## src/rtl/core/cpr_pkg.sv

```systemverilog
// Shared types, constants and helpers for the clock page replacement unit.
package cpr_pkg;

  localparam int FRAMES  = 64;
  localparam int AW      = (FRAMES > 1) ? $clog2(FRAMES) : 1;
  localparam int IW      = ((AW > 6) ? AW : 6) + 1;
  localparam int SCAN_N  = 2 * FRAMES;
  localparam int CW      = $clog2(SCAN_N);
  localparam int QDEPTH  = 2;
  localparam int QPW     = $clog2(QDEPTH);
  localparam int QCW     = $clog2(QDEPTH + 1);

  typedef logic [AW-1:0] frame_idx_t;

  typedef enum logic [1:0] {
    MODE_ALLOC  = 2'd0,
    MODE_ACCESS = 2'd1,
    MODE_UNPIN  = 2'd2,
    MODE_WRITE  = 2'd3
  } cpr_mode_t;

  typedef struct packed {
    cpr_mode_t  kind;
    logic [5:0] frame;
    frame_idx_t idx;
    logic       in_range;
    logic       pin;
    logic       used;
  } cpr_op_t;

  function automatic frame_idx_t next_frame(input frame_idx_t f);
    next_frame = (f == AW'(FRAMES - 1)) ? '0 : f + AW'(1);
  endfunction

endpackage

```

## src/rtl/core/cpr_front.sv

```systemverilog
// Front end: accepts request items and decodes them into queue entries.
module cpr_front
  import cpr_pkg::*;
(
  input  logic       clk,
  input  logic       rst_n,
  input  logic       in_valid,
  output logic       in_ready,
  input  logic [1:0] in_mode,
  input  logic [5:0] in_frame,
  input  logic       in_pin,
  input  logic       in_mark_used,
  input  logic       q_full,
  output logic       q_push,
  output cpr_op_t    q_op
);

  logic [IW-1:0] frame_ext;

  assign frame_ext = IW'(in_frame);
  assign in_ready  = !q_full;
  assign q_push    = in_valid && in_ready;

  always_comb begin
    q_op.frame    = in_frame;
    q_op.idx      = frame_ext[AW-1:0];
    q_op.pin      = in_pin;
    q_op.used     = in_mark_used;
    q_op.in_range = 1'b0;
    unique case (cpr_mode_t'(in_mode))
      MODE_ALLOC: begin
        q_op.kind = MODE_ALLOC;
      end
      MODE_ACCESS: begin
        q_op.kind     = MODE_ACCESS;
        q_op.in_range = frame_ext < IW'(FRAMES);
      end
      MODE_UNPIN: begin
        q_op.kind     = MODE_UNPIN;
        q_op.in_range = frame_ext < IW'(FRAMES);
      end
      default: begin
        q_op.kind     = MODE_WRITE;
        q_op.in_range = frame_ext < IW'(FRAMES);
      end
    endcase
  end

  // Nothing is pushed while the queue is full.
  assert property (@(posedge clk) disable iff (!rst_n) q_full |-> !q_push)
    else $error("front pushed into a full queue");

endmodule

```

## src/rtl/core/cpr_queue.sv

```systemverilog
// Short request queue between the front end and the replacement engine.
module cpr_queue
  import cpr_pkg::*;
(
  input  logic    clk,
  input  logic    rst_n,
  input  logic    push,
  input  cpr_op_t push_op,
  output logic    full,
  input  logic    pop,
  output logic    head_valid,
  output cpr_op_t head_op
);

  cpr_op_t            mem [QDEPTH];
  logic [QPW-1:0]     wr_ptr_r, rd_ptr_r;
  logic [QCW-1:0]     count_r;

  assign full       = (count_r == QCW'(QDEPTH));
  assign head_valid = (count_r != '0);
  assign head_op    = mem[rd_ptr_r];

  always_ff @(posedge clk) begin
    if (push) begin
      mem[wr_ptr_r] <= push_op;
    end
  end

  always_ff @(posedge clk) begin
    if (!rst_n) begin
      wr_ptr_r <= '0;
      rd_ptr_r <= '0;
      count_r  <= '0;
    end else begin
      if (push) begin
        wr_ptr_r <= (wr_ptr_r == QPW'(QDEPTH - 1)) ? '0 : wr_ptr_r + QPW'(1);
      end
      if (pop) begin
        rd_ptr_r <= (rd_ptr_r == QPW'(QDEPTH - 1)) ? '0 : rd_ptr_r + QPW'(1);
      end
      if (push && !pop) begin
        count_r <= count_r + QCW'(1);
      end else if (pop && !push) begin
        count_r <= count_r - QCW'(1);
      end
    end
  end

  assert property (@(posedge clk) disable iff (!rst_n) pop |-> head_valid)
    else $error("pop from empty queue");

endmodule

```

## src/rtl/core/cpr_engine.sv

```systemverilog
// Replacement engine: frame bit state, clock arm scan and result register.
module cpr_engine
  import cpr_pkg::*;
(
  input  logic       clk,
  input  logic       rst_n,
  input  logic       head_valid,
  input  cpr_op_t    head_op,
  output logic       pop,
  output logic       out_valid,
  input  logic       out_ready,
  output logic [5:0] out_result_frame,
  output logic       out_writeback,
  output logic       out_no_victim
);

  typedef enum logic {ST_IDLE, ST_SCAN} state_t;

  state_t            state_r, state_nxt;
  logic [FRAMES-1:0] ref_r, ref_nxt;
  logic [FRAMES-1:0] pin_r, pin_nxt;
  logic [FRAMES-1:0] dirty_r, dirty_nxt;
  frame_idx_t        arm_r, arm_nxt;
  logic [CW-1:0]     cnt_r, cnt_nxt;
  logic              req_pin_r, req_pin_nxt;
  logic              req_used_r, req_used_nxt;
  logic              out_valid_r, out_valid_nxt;
  logic [5:0]        out_frame_r, out_frame_nxt;
  logic              out_wb_r, out_wb_nxt;
  logic              out_none_r, out_none_nxt;
  logic              out_free;

  assign out_free         = !out_valid_r || out_ready;
  assign pop              = (state_r == ST_IDLE) && head_valid && out_free;
  assign out_valid        = out_valid_r;
  assign out_result_frame = out_frame_r;
  assign out_writeback    = out_wb_r;
  assign out_no_victim    = out_none_r;

  always_comb begin
    state_nxt     = state_r;
    ref_nxt       = ref_r;
    pin_nxt       = pin_r;
    dirty_nxt     = dirty_r;
    arm_nxt       = arm_r;
    cnt_nxt       = cnt_r;
    req_pin_nxt   = req_pin_r;
    req_used_nxt  = req_used_r;
    out_valid_nxt = out_valid_r && !out_ready;
    out_frame_nxt = out_frame_r;
    out_wb_nxt    = out_wb_r;
    out_none_nxt  = out_none_r;
    unique case (state_r)
      ST_IDLE: begin
        if (pop) begin
          case (head_op.kind)
            MODE_ALLOC: begin
              arm_nxt      = next_frame(arm_r);
              cnt_nxt      = '0;
              req_pin_nxt  = head_op.pin;
              req_used_nxt = head_op.used;
              state_nxt    = ST_SCAN;
            end
            MODE_ACCESS: begin
              if (head_op.in_range) begin
                ref_nxt[head_op.idx] = 1'b1;
                if (head_op.pin) begin
                  pin_nxt[head_op.idx] = 1'b1;
                end
              end
            end
            MODE_UNPIN: begin
              if (head_op.in_range) begin
                pin_nxt[head_op.idx] = 1'b0;
              end
            end
            default: begin
              if (head_op.in_range) begin
                dirty_nxt[head_op.idx] = 1'b1;
                ref_nxt[head_op.idx]   = 1'b1;
              end
            end
          endcase
          if (head_op.kind != MODE_ALLOC) begin
            out_valid_nxt = 1'b1;
            out_frame_nxt = head_op.frame;
            out_wb_nxt    = 1'b0;
            out_none_nxt  = 1'b0;
          end
        end
      end
      ST_SCAN: begin
        if (!pin_r[arm_r] && !ref_r[arm_r]) begin
          // victim: report, clear dirty, load pin and reference from request
          out_valid_nxt    = 1'b1;
          out_frame_nxt    = 6'(arm_r);
          out_wb_nxt       = dirty_r[arm_r];
          out_none_nxt     = 1'b0;
          dirty_nxt[arm_r] = 1'b0;
          pin_nxt[arm_r]   = req_pin_r;
          ref_nxt[arm_r]   = req_used_r;
          state_nxt        = ST_IDLE;
        end else begin
          if (!pin_r[arm_r]) begin
            ref_nxt[arm_r] = 1'b0;  // second chance
          end
          arm_nxt = next_frame(arm_r);
          cnt_nxt = cnt_r + CW'(1);
          if (cnt_r == CW'(SCAN_N - 1)) begin
            // two sweeps with every frame pinned; arm is back at scan start
            out_valid_nxt = 1'b1;
            out_frame_nxt = '0;
            out_wb_nxt    = 1'b0;
            out_none_nxt  = 1'b1;
            state_nxt     = ST_IDLE;
          end
        end
      end
      default: state_nxt = ST_IDLE;
    endcase
  end

  always_ff @(posedge clk) begin
    if (!rst_n) begin
      state_r     <= ST_IDLE;
      ref_r       <= '0;
      pin_r       <= '0;
      dirty_r     <= '0;
      arm_r       <= '0;
      cnt_r       <= '0;
      out_valid_r <= 1'b0;
    end else begin
      state_r     <= state_nxt;
      ref_r       <= ref_nxt;
      pin_r       <= pin_nxt;
      dirty_r     <= dirty_nxt;
      arm_r       <= arm_nxt;
      cnt_r       <= cnt_nxt;
      out_valid_r <= out_valid_nxt;
    end
  end

  always_ff @(posedge clk) begin
    req_pin_r   <= req_pin_nxt;
    req_used_r  <= req_used_nxt;
    out_frame_r <= out_frame_nxt;
    out_wb_r    <= out_wb_nxt;
    out_none_r  <= out_none_nxt;
  end

  // The result register is empty for the whole scan.
  assert property (@(posedge clk) disable iff (!rst_n)
    (state_r == ST_SCAN) |-> !out_valid_r)
    else $error("result pending during scan");

  assert property (@(posedge clk) disable iff (!rst_n)
    (out_valid_r && out_none_r) |-> (!out_wb_r && (out_frame_r == 6'd0)))
    else $error("no-victim result carries a frame or write-back");

  assert property (@(posedge clk) disable iff (!rst_n)
    {1'b0, arm_r} < (AW + 1)'(FRAMES))
    else $error("clock arm out of range");

  // A victim leaves its frame loaded from the request.
  assert property (@(posedge clk) disable iff (!rst_n)
    (state_r == ST_SCAN && !pin_r[arm_r] && !ref_r[arm_r])
      |=> (pin_r[$past(arm_r)] == $past(req_pin_r)) && !dirty_r[$past(arm_r)])
    else $error("victim frame bits not updated");

endmodule

```

## src/rtl/core/clock_page_replacement_unit.sv

```systemverilog
// Top level of the clock (second-chance) page replacement unit.
//
// Usage:
//   Request items enter on in_* (valid/ready): in_mode picks allocate (0),
//   access (1), unpin (2) or write (3); in_frame names the frame for the
//   last three; in_pin and in_mark_used load the allocated frame's bits, and in_pin on an access also pins the frame.
//   Every item gives exactly one result item on out_* (valid/ready):
//   the victim (or echoed) frame, a write-back flag and a no-victim flag.
//   Access, unpin and write items are registered in the queue and then in
//   the result register. An allocate goes from the queue through the scan
//   state, where the arm examines 1 to 2*FRAMES = 128 frames, to the result
//   register. A two-entry queue decouples the input side, so up to two
//   items are taken while the engine scans.
//   Throughput: with out_ready high the engine takes one access, unpin or
//   write item per cycle; an allocate holds it until its scan ends.
//   Reset (rst_n low, synchronous) clears all pinned, referenced and dirty
//   bits and parks the arm on frame 0. If the receiver holds out_ready low
//   the result register holds its item, the engine waits, and in_ready
//   drops once the queue fills.
module clock_page_replacement_unit
  import cpr_pkg::*;
(
  input  logic       clk,
  input  logic       rst_n,
  input  logic       in_valid,
  output logic       in_ready,
  input  logic [1:0] in_mode,
  input  logic [5:0] in_frame,
  input  logic       in_pin,
  input  logic       in_mark_used,
  output logic       out_valid,
  input  logic       out_ready,
  output logic [5:0] out_result_frame,
  output logic       out_writeback,
  output logic       out_no_victim
);

  // front -> queue
  logic    q_full, q_push;
  cpr_op_t q_push_op;
  // queue -> engine
  logic    q_pop, q_head_valid;
  cpr_op_t q_head_op;

  cpr_front u_front (
    .clk          (clk),
    .rst_n        (rst_n),
    .in_valid     (in_valid),
    .in_ready     (in_ready),
    .in_mode      (in_mode),
    .in_frame     (in_frame),
    .in_pin       (in_pin),
    .in_mark_used (in_mark_used),
    .q_full       (q_full),
    .q_push       (q_push),
    .q_op         (q_push_op)
  );

  cpr_queue u_queue (
    .clk        (clk),
    .rst_n      (rst_n),
    .push       (q_push),
    .push_op    (q_push_op),
    .full       (q_full),
    .pop        (q_pop),
    .head_valid (q_head_valid),
    .head_op    (q_head_op)
  );

  // Engine owns the frame bits, the arm and the result register.
  cpr_engine u_engine (
    .clk              (clk),
    .rst_n            (rst_n),
    .head_valid       (q_head_valid),
    .head_op          (q_head_op),
    .pop              (q_pop),
    .out_valid        (out_valid),
    .out_ready        (out_ready),
    .out_result_frame (out_result_frame),
    .out_writeback    (out_writeback),
    .out_no_victim    (out_no_victim)
  );

endmodule

```

## config.mk

```make
export PLATFORM = sky130hd
export DESIGN_NAME = clock_page_replacement_unit
export DESIGN_NICKNAME = d
export VERILOG_FILES = /design/src/rtl/core/cpr_pkg.sv /design/src/rtl/core/cpr_front.sv /design/src/rtl/core/cpr_queue.sv /design/src/rtl/core/cpr_engine.sv /design/src/rtl/core/clock_page_replacement_unit.sv
export SDC_FILE = /design/constraint.sdc
export NUM_CORES = 1
export LEC_CHECK = 0
export BUFFER_PORTS_ARGS = -buffer_cell sky130_fd_sc_hd__buf_4
export CORE_MARGIN = 2
export CORE_UTILIZATION = 31
export DETAILED_ROUTE_END_ITERATION = 6
export HOLD_SLACK_MARGIN = 0.1
export PLACE_DENSITY = 0.48
export SYNTH_ARGS = -nofsm -noshare
export SYNTH_HDL_FRONTEND = slang
export SYNTH_SLANG_ARGS = --single-unit
```

## constraint.sdc

```tcl
create_clock -name clk -period 3.4 [get_ports clk]
set_input_delay 0.17 -clock clk [delete_from_list [all_inputs] [get_ports clk]]
set_output_delay 0.17 -clock clk [all_outputs]
set_load 0.01 [all_outputs]
```

==> summary.txt <==
Detailed routing
  • Vias/cell: 6.39
  • Post-route ant nets: 0
  • Via Count: 15.0k
  • Drt drc: 0
  • Final WL: between 60,000 and 70,000 um
  • DRT Pass-1 Iters: 6
  • WL/cell: 28.6 um
  • DR iter-0 viols: between 2k and 2.5k

Setup path
  • R2r startpoint: u_engine.arm_r[4]$_SDFFE_PN0P_
  • CP most frequent cell: nor2_1
  • RR Endpoint: u_engine.ref_r[4]$_SDFFE_PN0P_
  • CP max FO: 11
  • Critical path's slowest cell: and3b_1
  • Crit. End Element: flop
  • Critical Path, Cell by Cell: and3b_1 -> o21ai_0 -> a21oi_1 -> nor4_2 -> and4_1 -> buf_4 -> nor2_1 -> nor2_1 -> o221a_2
  • Setup slack, reg-to-reg: around 0.074 ns
  • Worst Reg-to-Reg Cells: 9
  • Crit start category: flop
  • Maximum single-stage delay on the critical path: 0.56 ns
  • WP data arrival: about 3.8 ns
  • Required @ worst endpoint: just under 4 ns
  • Setup CP Type: reg -> reg

Logic synthesis
  • Proportion of synthesized chip area in sequential cells: 0.372
  • Synthesized area: 14,000 um2
  • Post-synth EDFFs: 32
  • Syn nets: 1,710
  • Share of async-settable or async-resettable flops after synthesis: 0
  • Avg Cell Area, Syn: just over 8 um2
  • Post-Synthesis Cells: 1,689
  • Count of state elements after synthesis: 244
  • Yosys cell types: 79
  • Yosys warning count: 0
  • Post-synth top flop: dfxtp_1

Clocking
  • Worst skew pair latency: 0.59 ns
  • CTS tree: built
  • H-tree lvl count: 1
  • Total CTS buffers: 30
  • Root Driver: clkbuf_16
  • Max Root-Sink Buffers: 3
  • Clk sinks: 244
  • Clock-pin slew on the worst setup and hold paths: approximately 0.06 ns

Cells and area
  • Leading cell type in the layout, fill and taps excluded: nand2_1
  • Most frequent cells in the layout: nand2_1, dfxtp_1, buf_4
  • Fin nets: between 1.5k and 2k
  • Post-Layout Cell Count: around 2.4k
  • Ant diodes: 0
  • Design Area, Final: roughly 17,000 um2
  • Layout cells sized above 1: 0.159
  • Synthesis-to-finish area growth: 18.9%
  • # fillers: 4,555

Placed design
  • Cell Area, Placed: 15,400 um2
  • Routability congestion estimate from global placement: 0.944
  • # port buffers: 23
  • Placed cells: 2,281
  • Place WS: -0.270 ns
  • Post-DP HPWL: roughly 46,000 um

Global routing
  • Largest net degree at the start of global routing: 63
  • Initial antenna violation count: 0
  • First-pass GRT wire length: 98,300 um
  • Vias in the first global route: about 14k
  • Global router's overall resource usage: 0.280
  • Total gr overflow: 0

STA
  • Finish-stage setup viols: 0
  • Measured slew at the worst slew-check pin: 0.930 ns
  • RSZ-0062 raised after global routing: false
  • Setup Skew: 0.0117 ns
  • Relative slew margins: 0.378
  • Tmin final: about 3.3 ns
  • Final hold vios: 0
  • Highest Clock Rate: 301 MHz
  • Period utilisation layout: 0.978
  • Min setup slack post-route: around 0.074 ns
  • Fin. max-slew vios: 0

Floorplanning
  • Top Ports: 24
  • Effective utilization at floorplan: 0.315
  • Row cnt: 77
  • Core box area: 44,400 um2
  • Die width: 216 um
  • Die height: between 200 and 250 um
  • Die ar.: between 40,000 and 50,000 um2

Run status
  • Status: finished, final reports clean

Hold path
  • HP Start: in_frame[1]
  • WHS Endpoint: u_queue.mem[0][10]$_DFFE_PP_
  • HP Class: in -> reg
  • Worst Hold Depth: 2

Power and ir drop
  • Max VDD drop: 0.461 mV
  • Power Density: 631 nW/um2
  • Leakage Power: 0.00533 uW

Flow run
  • Max_cap viols: 0
## layer usage
layer,GRT usage,vias to the layer above,share of wire
li1,-,6608,-
met1,0.376,7315,0.42
met2,0.426,886,0.43
met3,0.0497,226,0.090
met4,0.153,0,0.064
met5,0,-,0
## Yosys cell counts, types with 34 or more instances
library cell	count	area, um2
a311oi_1	62	543
dfxtp_1	212	4240
o22ai_1	45	282
a21oi_1	159	796
a211oi_1	36	270
nor2_1	137	514
o21ai_0	47	235
mux2i_1	34	340
nand2_1	212	796
o22a_1	43	377
o31ai_1	99	743
clkbuf_1	124	465
## final cells by class
cell class	count	area, um2	share of cell area
inverter	18	70.1	0.00421
clock inverter	10	105	0.00632
clock buffer	43	871	0.0523
tap	592	741	0.0445
sequential	244	5220	0.314
multi-input combinational	1251	7980	0.480
timing repair buffer	194	1650	0.0993
## report_power, final
| group | internal (uW) | switching [uW] | leakage [uW] |
|---|---|---|---|
| registers | 3150 | 211 | 0.00201 |
| clock network | 1910 | 1370 | 0.000480 |
| logic | 1140 | 2720 | 0.00284 |
| total | 6200 | 4300 | 0.00533 |
## worst max-delay path, delay by kind of cell (launching register included)
kind	cells	cell delay, ns
simple gates	5	1.57
buf+inv	1	0.19
compound gates	3	0.90
flops	1	0.55
## through the flow
step / utilization / hold WS [ns] / setup TNS (ns) / power, uW
after floorplan: - / 0.269 / 0 / 5330
after global routing: 0.375 / 0.308 / 0 / 10800
after global placement: 0.348 / 0.355 / -0.423 / 7030
final: 0.375 / 0.305 / 0 / 10500
after detailed placement: 0.348 / 0.357 / -0.346 / 7040
after CTS: 0.373 / 0.281 / 0 / 10300
## timing repair
item	in CTS	in global routing
setup endpoints to repair	37	41
setup buffers	0	4
endpoints found under the hold margin	41	0
cloned	0	1
resized for setup	5	3
hold buffers	13	0
## logic make-up after synthesis
family                   Yosys count  share of synthesized area
buffers and inverters            194                     0.0599
adder cells (fa/ha/maj)            7                    0.00626
AND/OR/NAND/NOR                  512                      0.166
flip-flops                       244                      0.372
AO/OA/AOI/OAI                    677                      0.348
XOR/XNOR                           4                    0.00251
multiplexers                      51                     0.0453
## how the worst max path moves through the flow
stage / startpoint / to / slack, ns / cells past startpoint
6_report: u_engine.arm_r[4]$_SDFFE_PN0P_ / u_engine.ref_r[4]$_SDFFE_PN0P_ / 0.07 / 9
5_1_grt: u_engine.arm_r[2]$_SDFFE_PN0P_ / flop / 0.01 / 12
4_1_cts: u_engine.arm_r[2]$_SDFFE_PN0P_ / u_engine.arm_r[0]$_SDFFE_PN0P_ / 0.05 / 13
3_5_place_dp: u_engine.arm_r[2]$_SDFFE_PN0P_ / u_engine.arm_r[0]$_SDFFE_PN0P_ / -0.27 / 12
3_3_place_gp: u_engine.arm_r[2]$_SDFFE_PN0P_ / u_engine.arm_r[0]$_SDFFE_PN0P_ / -0.31 / 12
2_1_floorplan: u_engine.arm_r[2]$_SDFFE_PN0P_ / u_engine.out_no_victim$_SDFFCE_PN0P_ / 0.39 / 12
(Power assumes the default switching activity.)
